==> config.mk <==
export PLATFORM = sky130hd
export DESIGN_NAME = sprite_mask_collision_core
export DESIGN_NICKNAME = d
export VERILOG_FILES = /design/src/sv/smc_pkg.sv /design/src/sv/smc_mask_ram.sv /design/src/sv/smc_row_match.sv /design/src/sv/smc_query_ctrl.sv /design/src/sv/sprite_mask_collision_core.sv
export SDC_FILE = /design/constraint.sdc
export NUM_CORES = 2
export LEC_CHECK = 0
export ABC_AREA = 1
export BUFFER_PORTS_ARGS = -buffer_cell sky130_fd_sc_hd__buf_2
export CORE_MARGIN = 1
export CORE_UTILIZATION = 35
export DETAILED_ROUTE_END_ITERATION = 12
export HOLD_SLACK_MARGIN = 0.05
export PLACE_DENSITY_LB_ADDON = 0.12
export SLEW_MARGIN = 20
export SYNTH_ARGS = -nofsm -noshare
export SYNTH_HDL_FRONTEND = slang
export SYNTH_SLANG_ARGS = --single-unit
==> constraint.sdc <==
create_clock -name clk -period 8.8 [get_ports clk]
set_input_delay 1.32 -clock clk [delete_from_list [all_inputs] [get_ports clk]]
set_output_delay 1.32 -clock clk [all_outputs]
set_load 0.05 [all_outputs]
==> src/sv/smc_pkg.sv <==
// Shared constants, codes and types of the sprite mask collision core.
package smc_pkg;

    localparam int MAX_WIDTH  = 32;
    localparam int MAX_HEIGHT = 32;

    localparam int ROWS    = 32;
    localparam int ROW_W   = 32;
    localparam int ADDR_W  = $clog2(ROWS);
    localparam int SIZE_W  = 6;
    localparam int POS_W   = 16;
    localparam int COORD_W = POS_W + 2;
    localparam int DIFF_W  = SIZE_W + 1;
    localparam int EXT_W   = 2 ** SIZE_W;
    localparam int CIDX_W  = 4;

    localparam logic [SIZE_W:0] ROWS_LIM = (SIZE_W + 1)'(ROWS);
    localparam logic [SIZE_W:0] WIDTH_LIM = (SIZE_W + 1)'(MAX_WIDTH);
    localparam logic [SIZE_W:0] HEIGHT_LIM = (SIZE_W + 1)'(MAX_HEIGHT);

    localparam logic ACT_LOAD  = 1'b0;
    localparam logic ACT_QUERY = 1'b1;
    localparam logic MASK_A    = 1'b0;
    localparam logic MASK_B    = 1'b1;

    localparam logic [CIDX_W-1:0] REG_WIDTH_A  = 4'd0;
    localparam logic [CIDX_W-1:0] REG_HEIGHT_A = 4'd1;
    localparam logic [CIDX_W-1:0] REG_WIDTH_B  = 4'd2;
    localparam logic [CIDX_W-1:0] REG_HEIGHT_B = 4'd3;
    localparam logic [CIDX_W-1:0] REG_OFFSET_AX = 4'd4;
    localparam logic [CIDX_W-1:0] REG_OFFSET_AY = 4'd5;
    localparam logic [CIDX_W-1:0] REG_OFFSET_BX = 4'd6;
    localparam logic [CIDX_W-1:0] REG_OFFSET_BY = 4'd7;

    typedef struct packed {
        logic [SIZE_W-1:0]       width_a;
        logic [SIZE_W-1:0]       height_a;
        logic [SIZE_W-1:0]       width_b;
        logic [SIZE_W-1:0]       height_b;
        logic signed [POS_W-1:0] offset_ax;
        logic signed [POS_W-1:0] offset_ay;
        logic signed [POS_W-1:0] offset_bx;
        logic signed [POS_W-1:0] offset_by;
    } cfg_t;

    typedef struct packed {
        logic [SIZE_W-1:0]        wa;
        logic [SIZE_W-1:0]        wb;
        logic                     fha;
        logic                     fhb;
        logic signed [DIFF_W-1:0] d;
        logic                     row_ok_a;
        logic                     row_ok_b;
    } geom_t;

endpackage

==> src/sv/smc_mask_ram.sv <==
// Mask row store: one write port, one registered read port.
module smc_mask_ram #(
    parameter int DEPTH = 32,
    parameter int WIDTH = 32
) (
    input  logic                     clk,
    input  logic                     we,
    input  logic [$clog2(DEPTH)-1:0] waddr,
    input  logic [WIDTH-1:0]         wdata,
    input  logic                     re,
    input  logic [$clog2(DEPTH)-1:0] raddr,
    output logic [WIDTH-1:0]         rdata
);

    logic [WIDTH-1:0] mem [DEPTH];
    logic [WIDTH-1:0] rdata_reg;

    always_ff @(posedge clk)
    begin
        if (we)
        begin
            mem[waddr] <= wdata;
        end
    end

    always_ff @(posedge clk)
    begin
        if (re)
        begin
            rdata_reg <= mem[raddr];
        end
    end

    assign rdata = rdata_reg;

endmodule

==> src/sv/smc_row_match.sv <==
// Row pair test: crops both rows (mirroring a flipped one), aligns B onto A and checks for a common pixel.
module smc_row_match
    import smc_pkg::*;
(
    input  logic [ROW_W-1:0] row_a,
    input  logic [ROW_W-1:0] row_b,
    input  geom_t            geom,
    output logic             row_hit
);

    function automatic logic [EXT_W-1:0] crop_row(input logic [ROW_W-1:0] row,
                                                  input logic ok,
                                                  input logic [SIZE_W-1:0] w,
                                                  input logic flip);
        logic [EXT_W-1:0] ext;
        logic [EXT_W-1:0] rev;
        logic [SIZE_W:0]  sh;
        ext = ok ? {{(EXT_W - ROW_W){1'b0}}, row} : '0;
        for (int i = 0; i < EXT_W; i++)
        begin
            rev[i] = ext[EXT_W-1-i];
        end
        sh = (SIZE_W + 1)'(EXT_W) - {1'b0, w};
        if (flip)
        begin
            return rev >> sh;
        end
        return ext & ~({EXT_W{1'b1}} << w);
    endfunction

    logic [EXT_W-1:0]  ma;
    logic [EXT_W-1:0]  mb;
    logic [EXT_W-1:0]  mb_aligned;
    logic [DIFF_W-1:0] d_mag;

    always_comb
    begin
        ma    = crop_row(row_a, geom.row_ok_a, geom.wa, geom.fha);
        mb    = crop_row(row_b, geom.row_ok_b, geom.wb, geom.fhb);
        d_mag = geom.d[DIFF_W-1] ? DIFF_W'(-geom.d) : DIFF_W'(geom.d);
        if (geom.d[DIFF_W-1])
        begin
            mb_aligned = mb >> d_mag;
        end
        else
        begin
            mb_aligned = mb << d_mag;
        end
        row_hit = |(ma & mb_aligned);
    end

endmodule

==> src/sv/smc_query_ctrl.sv <==
// Query sequencer: box test, overlap span set-up and the row-pair scan over the mask stores.
module smc_query_ctrl
    import smc_pkg::*;
(
    input  logic                    clk,
    input  logic                    rst_n,
    input  logic                    start,
    input  logic                    action,
    input  logic signed [POS_W-1:0] pos_ax,
    input  logic signed [POS_W-1:0] pos_ay,
    input  logic                    flip_h_a,
    input  logic                    flip_v_a,
    input  logic signed [POS_W-1:0] pos_bx,
    input  logic signed [POS_W-1:0] pos_by,
    input  logic                    flip_h_b,
    input  logic                    flip_v_b,
    input  cfg_t                    cfg,
    input  logic                    row_hit,
    output logic                    busy,
    output logic                    rd_en,
    output logic [ADDR_W-1:0]       rd_addr_a,
    output logic [ADDR_W-1:0]       rd_addr_b,
    output geom_t                   geom,
    output logic                    done,
    output logic                    collides,
    output logic                    boxes_overlap
);

    localparam logic [2:0] S_IDLE  = 3'd0;
    localparam logic [2:0] S_BOX   = 3'd1;
    localparam logic [2:0] S_SPAN  = 3'd2;
    localparam logic [2:0] S_INIT  = 3'd3;
    localparam logic [2:0] S_SCAN  = 3'd4;
    localparam logic [2:0] S_DRAIN = 3'd5;

    logic [2:0] state_reg, state_next;

    logic [SIZE_W-1:0] wa_reg, ha_reg, wb_reg, hb_reg;
    logic              fha_reg, fva_reg, fhb_reg, fvb_reg;
    logic signed [COORD_W-1:0] ax_reg, ay_reg, bx_reg, by_reg;
    logic signed [COORD_W-1:0] ea_reg, eb_reg, fa_reg, fb_reg;
    logic signed [DIFF_W-1:0]  d_reg;
    logic [SIZE_W-1:0] ya0_reg, yb0_reg, n_reg;
    logic [SIZE_W-1:0] ptr_a_reg, ptr_b_reg, cnt_reg;
    logic              dv_reg, ok_a_reg, ok_b_reg, hit_reg;
    logic              done_reg, done_next;
    logic              col_reg, col_next;
    logic              box_reg, box_next;

    logic              accept_q;
    logic              overlap;
    logic signed [COORD_W-1:0] y0, y1, span;

    function automatic logic [SIZE_W-1:0] clamp(input logic [SIZE_W-1:0] v,
                                                input logic [SIZE_W:0] lim);
        return ({1'b0, v} > lim) ? SIZE_W'(lim) : v;
    endfunction

    function automatic logic signed [COORD_W-1:0] sx(input logic signed [POS_W-1:0] v);
        return {{(COORD_W - POS_W){v[POS_W-1]}}, v};
    endfunction

    function automatic logic signed [COORD_W-1:0] zx(input logic [SIZE_W-1:0] v);
        return $signed({{(COORD_W - SIZE_W){1'b0}}, v});
    endfunction

    assign accept_q = start && !busy && (action == ACT_QUERY);
    assign busy     = (state_reg != S_IDLE);

    always_comb
    begin
        overlap = (wa_reg != '0) && (ha_reg != '0) && (wb_reg != '0) && (hb_reg != '0)
                  && (ax_reg < eb_reg) && (bx_reg < ea_reg)
                  && (ay_reg < fb_reg) && (by_reg < fa_reg);
        y0   = (ay_reg > by_reg) ? ay_reg : by_reg;
        y1   = (fa_reg < fb_reg) ? fa_reg : fb_reg;
        span = y1 - y0;
    end

    always_comb
    begin
        state_next = state_reg;
        done_next  = 1'b0;
        col_next   = col_reg;
        box_next   = box_reg;
        unique case (state_reg)
            S_IDLE:
            begin
                if (accept_q)
                begin
                    state_next = S_BOX;
                end
            end
            S_BOX:
            begin
                state_next = S_SPAN;
            end
            S_SPAN:
            begin
                if (overlap)
                begin
                    state_next = S_INIT;
                end
                else
                begin
                    state_next = S_IDLE;
                    done_next  = 1'b1;
                    col_next   = 1'b0;
                    box_next   = 1'b0;
                end
            end
            S_INIT:
            begin
                state_next = S_SCAN;
            end
            S_SCAN:
            begin
                if (cnt_reg == n_reg - 1'b1)
                begin
                    state_next = S_DRAIN;
                end
            end
            S_DRAIN:
            begin
                state_next = S_IDLE;
                done_next  = 1'b1;
                col_next   = hit_reg | (dv_reg & row_hit);
                box_next   = 1'b1;
            end
            default:
            begin
                state_next = S_IDLE;
            end
        endcase
    end

    always_ff @(posedge clk or negedge rst_n)
    begin
        if (!rst_n)
        begin
            state_reg <= S_IDLE;
            done_reg  <= 1'b0;
            dv_reg    <= 1'b0;
            hit_reg   <= 1'b0;
            cnt_reg   <= '0;
        end
        else
        begin
            state_reg <= state_next;
            done_reg  <= done_next;
            dv_reg    <= (state_reg == S_SCAN);
            if (state_reg == S_INIT)
            begin
                hit_reg <= 1'b0;
                cnt_reg <= '0;
            end
            else if (state_reg == S_SCAN)
            begin
                cnt_reg <= cnt_reg + 1'b1;
                if (dv_reg && row_hit)
                begin
                    hit_reg <= 1'b1;
                end
            end
        end
    end

    always_ff @(posedge clk)
    begin
        col_reg <= col_next;
        box_reg <= box_next;
        if (accept_q)
        begin
            wa_reg  <= clamp(cfg.width_a, WIDTH_LIM);
            ha_reg  <= clamp(cfg.height_a, HEIGHT_LIM);
            wb_reg  <= clamp(cfg.width_b, WIDTH_LIM);
            hb_reg  <= clamp(cfg.height_b, HEIGHT_LIM);
            fha_reg <= flip_h_a;
            fva_reg <= flip_v_a;
            fhb_reg <= flip_h_b;
            fvb_reg <= flip_v_b;
            ax_reg  <= sx(pos_ax) + sx(cfg.offset_ax);
            ay_reg  <= sx(pos_ay) + sx(cfg.offset_ay);
            bx_reg  <= sx(pos_bx) + sx(cfg.offset_bx);
            by_reg  <= sx(pos_by) + sx(cfg.offset_by);
        end
        if (state_reg == S_BOX)
        begin
            ea_reg <= ax_reg + zx(wa_reg);
            eb_reg <= bx_reg + zx(wb_reg);
            fa_reg <= ay_reg + zx(ha_reg);
            fb_reg <= by_reg + zx(hb_reg);
        end
        if (state_reg == S_SPAN)
        begin
            d_reg   <= DIFF_W'(bx_reg - ax_reg);
            ya0_reg <= SIZE_W'(y0 - ay_reg);
            yb0_reg <= SIZE_W'(y0 - by_reg);
            n_reg   <= SIZE_W'(span);
        end
        if (state_reg == S_INIT)
        begin
            ptr_a_reg <= fva_reg ? (ha_reg - 1'b1 - ya0_reg) : ya0_reg;
            ptr_b_reg <= fvb_reg ? (hb_reg - 1'b1 - yb0_reg) : yb0_reg;
        end
        if (state_reg == S_SCAN)
        begin
            ok_a_reg  <= ({1'b0, ptr_a_reg} < ROWS_LIM);
            ok_b_reg  <= ({1'b0, ptr_b_reg} < ROWS_LIM);
            ptr_a_reg <= fva_reg ? (ptr_a_reg - 1'b1) : (ptr_a_reg + 1'b1);
            ptr_b_reg <= fvb_reg ? (ptr_b_reg - 1'b1) : (ptr_b_reg + 1'b1);
        end
    end

    assign rd_en     = (state_reg == S_SCAN);
    assign rd_addr_a = ptr_a_reg[ADDR_W-1:0];
    assign rd_addr_b = ptr_b_reg[ADDR_W-1:0];

    always_comb
    begin
        geom.wa       = wa_reg;
        geom.wb       = wb_reg;
        geom.fha      = fha_reg;
        geom.fhb      = fhb_reg;
        geom.d        = d_reg;
        geom.row_ok_a = ok_a_reg;
        geom.row_ok_b = ok_b_reg;
    end

    assign done          = done_reg;
    assign collides      = col_reg;
    assign boxes_overlap = box_reg;

    a_done_source: assert property (@(posedge clk) disable iff (!rst_n)
        done_reg |-> ($past(state_reg) == S_DRAIN || $past(state_reg) == S_SPAN))
        else $error("result strobe without a finished query");

    a_hit_in_box: assert property (@(posedge clk) disable iff (!rst_n)
        (done_reg && col_reg) |-> box_reg)
        else $error("collision reported with boxes apart");

    a_read_in_scan: assert property (@(posedge clk) disable iff (!rst_n)
        rd_en |-> (cnt_reg < n_reg))
        else $error("row read beyond the overlap span");

    a_drain_after_scan: assert property (@(posedge clk) disable iff (!rst_n)
        (state_reg == S_DRAIN) |-> ($past(state_reg) == S_SCAN && dv_reg))
        else $error("drain without a pending row pair");

endmodule

==> src/sv/sprite_mask_collision_core.sv <==
// Top level of the sprite mask collision core: configuration registers, mask stores and scan.
//
// Usage:
//   Configuration: cfg_valid/cfg_ready write channel, cfg_index selects the register
//   (0..7: width_a, height_a, width_b, height_b, offset_ax, offset_ay, offset_bx,
//   offset_by), cfg_data carries the value. Other indexes are ignored. Write only idle.
//   Commands: a transaction is taken on a clock edge with start high and busy low.
//   action selects a mask row load (mask_select, row_index, row_bits) or a query.
//   A row load is written to the selected mask store, busy stays low and no result follows.
//   A query raises busy; collides and boxes_overlap appear with done for one cycle.
//   A query ends after the box test when either sprite has zero width or height or the boxes
//   are apart, otherwise after a scan of the N overlapping rows (1..32):
//   one row pair is read from the two mask stores and tested per cycle.
//   A new command may be given in the cycle that done is high.
//   The receiver cannot stall: each result is offered once and is not held.
//   Reset clears all configuration registers to zero and returns the sequencer to idle;
//   mask rows read as undefined until loaded.
module sprite_mask_collision_core
    import smc_pkg::*;
(
    input  logic                    clk,
    input  logic                    rst_n,
    input  logic                    start,
    output logic                    busy,
    input  logic                    action,
    input  logic                    mask_select,
    input  logic [ADDR_W-1:0]       row_index,
    input  logic [ROW_W-1:0]        row_bits,
    input  logic signed [POS_W-1:0] pos_ax,
    input  logic signed [POS_W-1:0] pos_ay,
    input  logic                    flip_h_a,
    input  logic                    flip_v_a,
    input  logic signed [POS_W-1:0] pos_bx,
    input  logic signed [POS_W-1:0] pos_by,
    input  logic                    flip_h_b,
    input  logic                    flip_v_b,
    output logic                    done,
    output logic                    collides,
    output logic                    boxes_overlap,
    input  logic                    cfg_valid,
    output logic                    cfg_ready,
    input  logic [CIDX_W-1:0]       cfg_index,
    input  logic [POS_W-1:0]        cfg_data
);

    cfg_t              cfg_reg;
    logic              cfg_we;
    logic              load_we;
    logic              rd_en;
    logic [ADDR_W-1:0] rd_addr_a, rd_addr_b;
    logic [ROW_W-1:0]  row_a, row_b;
    geom_t             geom;
    logic              row_hit;

    assign cfg_ready = 1'b1;
    assign cfg_we    = cfg_valid && cfg_ready;

    always_ff @(posedge clk or negedge rst_n)
    begin
        if (!rst_n)
        begin
            cfg_reg <= '0;
        end
        else if (cfg_we)
        begin
            unique case (cfg_index)
                REG_WIDTH_A:   cfg_reg.width_a   <= cfg_data[SIZE_W-1:0];
                REG_HEIGHT_A:  cfg_reg.height_a  <= cfg_data[SIZE_W-1:0];
                REG_WIDTH_B:   cfg_reg.width_b   <= cfg_data[SIZE_W-1:0];
                REG_HEIGHT_B:  cfg_reg.height_b  <= cfg_data[SIZE_W-1:0];
                REG_OFFSET_AX: cfg_reg.offset_ax <= $signed(cfg_data);
                REG_OFFSET_AY: cfg_reg.offset_ay <= $signed(cfg_data);
                REG_OFFSET_BX: cfg_reg.offset_bx <= $signed(cfg_data);
                REG_OFFSET_BY: cfg_reg.offset_by <= $signed(cfg_data);
                default: ;
            endcase
        end
    end

    assign load_we = start && !busy && (action == ACT_LOAD);

    smc_mask_ram #(
        .DEPTH (ROWS),
        .WIDTH (ROW_W)
    ) u_ram_a (
        .clk   (clk),
        .we    (load_we && (mask_select == MASK_A)),
        .waddr (row_index),
        .wdata (row_bits),
        .re    (rd_en),
        .raddr (rd_addr_a),
        .rdata (row_a)
    );

    smc_mask_ram #(
        .DEPTH (ROWS),
        .WIDTH (ROW_W)
    ) u_ram_b (
        .clk   (clk),
        .we    (load_we && (mask_select == MASK_B)),
        .waddr (row_index),
        .wdata (row_bits),
        .re    (rd_en),
        .raddr (rd_addr_b),
        .rdata (row_b)
    );

    smc_row_match u_match (
        .row_a   (row_a),
        .row_b   (row_b),
        .geom    (geom),
        .row_hit (row_hit)
    );

    smc_query_ctrl u_ctrl (
        .clk           (clk),
        .rst_n         (rst_n),
        .start         (start),
        .action        (action),
        .pos_ax        (pos_ax),
        .pos_ay        (pos_ay),
        .flip_h_a      (flip_h_a),
        .flip_v_a      (flip_v_a),
        .pos_bx        (pos_bx),
        .pos_by        (pos_by),
        .flip_h_b      (flip_h_b),
        .flip_v_b      (flip_v_b),
        .cfg           (cfg_reg),
        .row_hit       (row_hit),
        .busy          (busy),
        .rd_en         (rd_en),
        .rd_addr_a     (rd_addr_a),
        .rd_addr_b     (rd_addr_b),
        .geom          (geom),
        .done          (done),
        .collides      (collides),
        .boxes_overlap (boxes_overlap)
    );

endmodule
== Word-level counts from Yosys, hierarchy flattened ==
Memories as Yosys holds them, arrays and structs flattened. A register that Yosys moved wholly into a read port is not among the register bits.
Index checks and enable logic that the tools add are counted.
Widths: inputs -> output; s select.
Word-level totals
  logic and storage cells: 183
  RAM bits: 2048
  memories: 2
  bits of input ports: 131
  output and inout bits: 5
  register bits after elaboration: 309
Memory list
  u_ram_a.mem: words 32, width 32, rd ports 1, clocked after Yosys merged registers in 1, wr ports 1, line smc_mask_ram.sv:15  | logic [WIDTH-1:0] mem [DEPTH];
  u_ram_b.mem: words 32, width 32, rd ports 1, clocked after Yosys merged registers in 1, wr ports 1, line smc_mask_ram.sv:15
Cells by class
  reductions and logical operators: 36
  shift-type cells: 6
  $add $sub $neg: 25
  equality and inequality tests: 16
  $lt $le $gt $ge: 12
  bitwise logic cells: 9
  mux-type cells: 38
Operators with widths (number)
  $mux 64: 5
  $and 64x64->64: 3
  $shr 64x7->64: 3
  $not 64->64: 2
  $shl 64x6->64 const A: 2
  $add 17x7->18: 4
  $lt 17x18->1: 4
  $mux 6: 12
  $add 16x16->17: 4
  $mux 32: 2
  $reduce_or 64->1: 1
  $shl 64x7->64: 1
  $sub 6x1->6 const B: 5
  $sub 6x6->6: 5
  $gt 6x6->1 const B: 4
  $reduce_bool 6->1: 4
  $reduce_and 2->1: 11
  $add 6x1->6 const B: 3
  $lt 18x18->1: 1
  $gt 17x17->1: 1
  $eq 4x3->1 const B: 4
  $pmux 3 s5: 1
  $sub 7x6->7 const A: 2
  $logic_and 1x1->1: 13
  other kinds (24): 45

== Longest topological paths before layout ==
  depth after elaboration: 12
  mapped depth: 35
  gate-level depth less buffers: 32

== By module ==
A second synthesis with hierarchy kept.
Second synthesis, totals
  cells, all modules: 12716
  area total of the unflattened synthesis: 121218.8 um^2
By module, submodules not included
  smc_mask_ram: sequential area each 31710.4 um^2, instances 2, cells each 3536, area each 42726.0 um^2
  smc_query_ctrl: sequential area each 6576.3 um^2, instances 1, cells each 1878, area each 16649.7 um^2
  smc_row_match: sequential area each 0.0 um^2, instances 1, cells each 3359, area each 15478.6 um^2
  sprite_mask_collision_core: sequential area each 2202.1 um^2, instances 1, cells each 407, area each 3638.5 um^2

== Worst setup path after synthesis ==
OpenSTA, ideal clock, no wires.
  path type: input to register
  from: in start
  to: reg u_ctrl.ax_reg[0] (enable)
  setup time: 553 ps
  data arrival time: 5407 ps
  cell stages on the path: 2
  setup slack: 2840 ps
  required time: 8247 ps
  buffers on the path: 0
  cell sequence: nand2_1 nor2_1
On the way
  longest elaborated chain between the ends: 2
Ends and longest elaborated chain
  start: declaration: line sprite_mask_collision_core.sv:23  | input logic start,
  $logic_and 1x1->1 (2 in series): line smc_query_ctrl.sv:67  | assign accept_q = start && !busy && (action == ACT_QUERY);
  named net u_ctrl.accept_q: line smc_query_ctrl.sv:50  | logic accept_q;
  end signal: assignment: line smc_query_ctrl.sv:182  | ax_reg <= sx(pos_ax) + sx(cfg.offset_ax);
  end: declaration: line smc_query_ctrl.sv:40  | logic signed [COORD_W-1:0] ax_reg, ay_reg, bx_reg, by_reg;
The timed path passes the listed nets, and every way through them passes these cells.
A chain may end at the register's enable or synchronous reset.

== Worst setup path after layout ==
  from: reg u_ctrl.wa_reg[0]
  to: reg u_ctrl.col_reg, in the netlist u_ctrl.collides, data pin
On the way
  longest elaborated chain between the ends: 9
  elaborated cells between the ends (all ways): 12
  classes of those cells: add/sub (1); shift (2); mux (3); bitwise (5); reduce/logical (1)
Ends and longest elaborated chain
  start: declaration: line smc_query_ctrl.sv:38  | logic [SIZE_W-1:0] wa_reg, ha_reg, wb_reg, hb_reg;
  start signal: assignment: line smc_query_ctrl.sv:174  | wa_reg <= clamp(cfg.width_a, WIDTH_LIM);
  $sub 7x6->7 / $shl 64x6->64 (equally long branches): line smc_row_match.sv:23, smc_row_match.sv:28
  $shr 64x7->64 / $not 64->64 (equally long branches): line smc_row_match.sv:26, smc_row_match.sv:28
  $mux 64 / $and 64x64->64 (equally long branches): line smc_row_match.sv:24, smc_row_match.sv:28
  $mux 64 (*): line smc_row_match.sv:28  | return ext & ~({EXT_W{1'b1}} << w);
  $and 64x64->64 (*): line smc_row_match.sv:49  | row_hit = |(ma & mb_aligned);
  $reduce_or 64->1 (*): line smc_row_match.sv:49
  $and 1x1->1 (*): line smc_query_ctrl.sv:127  | col_next = hit_reg | (dv_reg & row_hit);
  $or 1x1->1 (*): line smc_query_ctrl.sv:127
  $pmux 1 s2 (*): line smc_query_ctrl.sv:86  | unique case (state_reg)
  end signal: assignment: line smc_query_ctrl.sv:170  | col_reg <= col_next;
  end: declaration: line smc_query_ctrl.sv:47  | logic col_reg, col_next;
Every way passes the cells marked *; elsewhere a longest branch is shown, timed or not. The select of a mux whose other input is x is not followed.

==> impl_metrics.py <==
metrics = {
    "timing": {
        "finalCritPeriodShare_pct": 75.50,
        "fin_tns_setup_ns": 0,
        "hold_violations": 0,
        "setup_viol": 0,
        "maxSlewViolCount": 0,
        "post-route-min-period_ns": 6.644,
        "max_freq_mhz": 150.5,
        "whs_ns": 0.4635,
        "rsz0062_at_grt": "no",
        "worst_pin_slew_ns": 1.230,
        "layout_setup_ws_ns": 2.156,
        "finClkSkew_ns": 0.1027,
        "slew_headroom_pct": 17.98,
    },
    "setup_path": {
        "end_kind": "flip-flop",
        "crit_start": "u_ctrl.wa_reg[0]",
        "r2r_slack_ns": 2.16,
        "cp_data_required_time_ns": 9.52,
        "crit_fanout": 41,
        "critPathLaunchType": "flip-flop",
        "r2r_end": "u_ctrl.collides",
        "rr_worst_depth": 23,
        "critPathArrivalTime_ns": 7.37,
        "path_class": "reg2reg",
        "crit_end": "u_ctrl.collides",
        "rr_startpoint": "u_ctrl.wa_reg[0]",
    },
    "layout": {
        "instances_no_fill": 15440,
        "final_nets": 11280,
        "drive_gt1_share_pct": 8.346,
        "fillers": 31700,
        "area_growth_pct": 12.27,
    },
    "routing": {
        "drtAntennaViolNets": 0,
        "first_pass_iters": 9,
        "wire_per_inst_um": 27.46,
        "drt_wl_total_mm": 424.1,
        "vias": 88220,
        "via_per_inst": 5.712,
        "drc": 0,
        "initialDrtViolationCount": 9941,
    },
    "synthesis": {
        "synth-simple-area-share_pct": 16.61,
        "synthFlopType": "edfxtp_1",
        "synth_seq_area_share_pct": 62.30,
        "async_flop_share_pct": 4.131,
        "postSynthCellCount": 10990,
        "ys_ff_latch": 2421,
        "syn_nets": 11380,
        "synth_area_leader_cell": "edfxtp_1",
        "synth_top_family_by_area": "simple AND/OR/NAND/NOR gates",
        "synth-xor-area-share_pct": 1.156,
        "synth_area_leaders": "edfxtp_1 60%, o21ai_0 6.0%, nand3_1 5.6%, nor2_1 5.0%, nand2_1 4.5%",
        "synthMuxAreaShare_pct": 0.03455,
        "yosysMostFrequentCell": "edfxtp_1",
        "synthAdderAreaFrac_pct": 2.867,
        "ys_warn_count": 0,
        "yosysUniqueCellTypes": 70,
        "synth_edf_count": 2321,
        "synth_common_cells": "2321 x edfxtp_1, 1536 x nor2_1, 1397 x o21ai_0, 1395 x nand2_1, 1290 x nand3_1",
        "synth_compound_area_share_pct": 12.93,
        "postSynthAreaPerCell_um2": 10.54,
        "syn_area_mm2": 0.1159,
        "synth_top_area_share_pct": 60.14,
    },
    "floorplan": {
        "pin_count": 136,
        "core.rowCount": 210,
        "initial_core_util_pct": 35.29,
        "coreArea_mm2": 0.3284,
        "die_width_um": 577.4,
        "die_h_um": 577.4,
        "die_area_mm2": 0.3334,
    },
    "clock_tree": {
        "cts_setup_buffers": 0,
        "cts_resized": 0,
        "clkLatencyLatePin_ns": 0.90,
        "cts.clk_slew.worst_paths_ns": 0.06,
        "clockBufferDepth": 4,
        "cts_root_buf": "clkbuf_16",
        "numCtsBuffers": 281,
        "clock-sinks": 2421,
        "cts_tree": "yes",
        "cts_hold_buf": 0,
        "htreeDepth": 5,
    },
    "placement": {
        "pre_cts_slack_ns": 2.267,
        "gp_congestion": 0.9746,
        "placedCellCount": 14950,
        "dp_hpwl_mm": 252.6,
        "port_buffers": 134,
    },
    "pwr": {
        "intPower_mw": 23.86,
        "pwr-share-comb_pct": 38.2,
        "seqPwrFrac_pct": 34.1,
        "swShare_pct": 41.13,
        "powerDensity_mw_per_mm2": 311.5,
        "p_leak_nw": 45.55,
        "switchingPower_mw": 16.67,
        "pwr-share-clk_pct": 27.7,
        "ir_drop_uv": 187.4,
        "p_total_mw": 40.53,
    },
    "worst_hold_path": {
        "hp-class": "in2async",
    },
    "global_route": {
        "grt_start_max_net_pins": 194,
        "grt.total_usage_pct": 24.80,
        "grt_pass1_vias": 84670,
        "antenna_found_initial": 32,
        "grt_overflow": 0,
        "grt_pass1_wl_mm": 607.8,
    },
    "status": {
        "status": "finished clean",
    },
    "run": {
        "cap_violations": 0,
    },
}
-- area by class of cell --
type | instances | area, um2 | share of cell area [%]
Clock buffer | 364 | 7375 | 5.668
Antenna cell | 3 | 7.507 | 0.005769
Sequential cell | 2421 | 72200 | 55.49
Tap cell | 4346 | 5438 | 4.179
Timing Repair Buffer | 336 | 2425 | 1.864
Inverter | 454 | 1773 | 1.363
Clock inverter | 123 | 1341 | 1.031
Multi-Input combinational cell | 7397 | 39560 | 30.40
-- power groups by stage --
stage | clock [mW] | combinational [mW] | sequential [mW]
finish | 11.2 | 15.5 | 13.8
CTS | 11.5 | 15.3 | 13.8
detailed placement | 0 | 15.2 | 14.1
global placement | 0 | 15.2 | 14.0
floorplan | 0 | 9.57 | 13.9
global route | 11.9 | 16.8 | 13.9
-- cell usage in the layout (no fill, tap or decap), types with 48 or more instances in the layout --
cell type / n
clkbuf_1: 81
nand4_1: 65
ha_1: 240
nor2_4: 73
a32oi_1: 55
o22ai_1: 144
xor2_1: 111
nand3_1: 1290
buf_4: 191
a31oi_1: 77
nor2_1: 1467
buf_2: 127
o21ai_0: 1396
a21oi_1: 290
clkinv_1: 63
nand2_1: 1393
dfrtp_1: 100
o21ai_1: 48
nand3_2: 70
inv_1: 411
o221ai_1: 380
edfxtp_1: 2321
clkbuf_16: 282
-- logic make-up after synthesis --
family / count (synthesis)
and+or+nand+nor: 4451
adders and majority gates: 256
muxes: 4
DFF: 2421
other: 1
AOI/OAI and AO/OA: 2532
buffers and inverters: 1174
xor gates and xnor gates: 153
-- how the worst min path moves through the flow --
stage | from | to | slack, ns
after detailed placement | cfg_reg[87] | u_ctrl.wa_reg[5] | 0.47
after floorplan | cfg_reg[64] | cfg_reg[64] | 0.45
after global placement | cfg_reg[83] | cfg_reg[83] | 0.47
after CTS | rst_n | cfg_reg[54] | 0.42
final | rst_n | cfg_reg[54] | 0.46
after global routing | rst_n | cfg_reg[54] | 0.49
-- worst max-delay path: stages (launching register included) --
cell and delay, ns:
edfxtp_1 1.04, inv_2 0.55, ha_1 0.43, ha_1 0.29
buf_4 0.35, clkinv_1 0.49, buf_4 0.37, o21ai_0 0.39
nand2_1 0.13, o21ai_0 0.20, nand2_1 0.08, a21oi_1 0.74
nand4_1 0.17, nand3_1 0.13, nor2_1 0.05, nor2_1 0.30
nor2_1 0.07, nand2_1 0.07, nor2_1 0.04, nand2_1 0.06
nor2_1 0.04, nand3_1 0.20, nand2_1 0.12, a21oi_1 0.14
-- per-stage QoR --
stage,cell area [um2],utilization [%]
after global routing,130100,39.62
after floorplan,115900,-
after detailed placement,121300,36.94
after CTS,130100,39.60
after global placement,121300,36.94
final,130100,39.62
-- routing by layer --
| layer | routed length, um | share of wire, % | vias to the layer above | global-route usage [%] |
|---|---|---|---|---|
| met1 | 188300 | 44 | 44230 | 35.05 |
| met5 | 136 | 0.032 | - | 0 |
| li1 | - | - | 39880 | - |
| met3 | 27480 | 6.5 | 691 | 3.159 |
| met4 | 13490 | 3.2 | 18 | 7.678 |
| met2 | 194700 | 46 | 3400 | 39.67 |
Note: power is estimated with default switching activity, not from simulation.
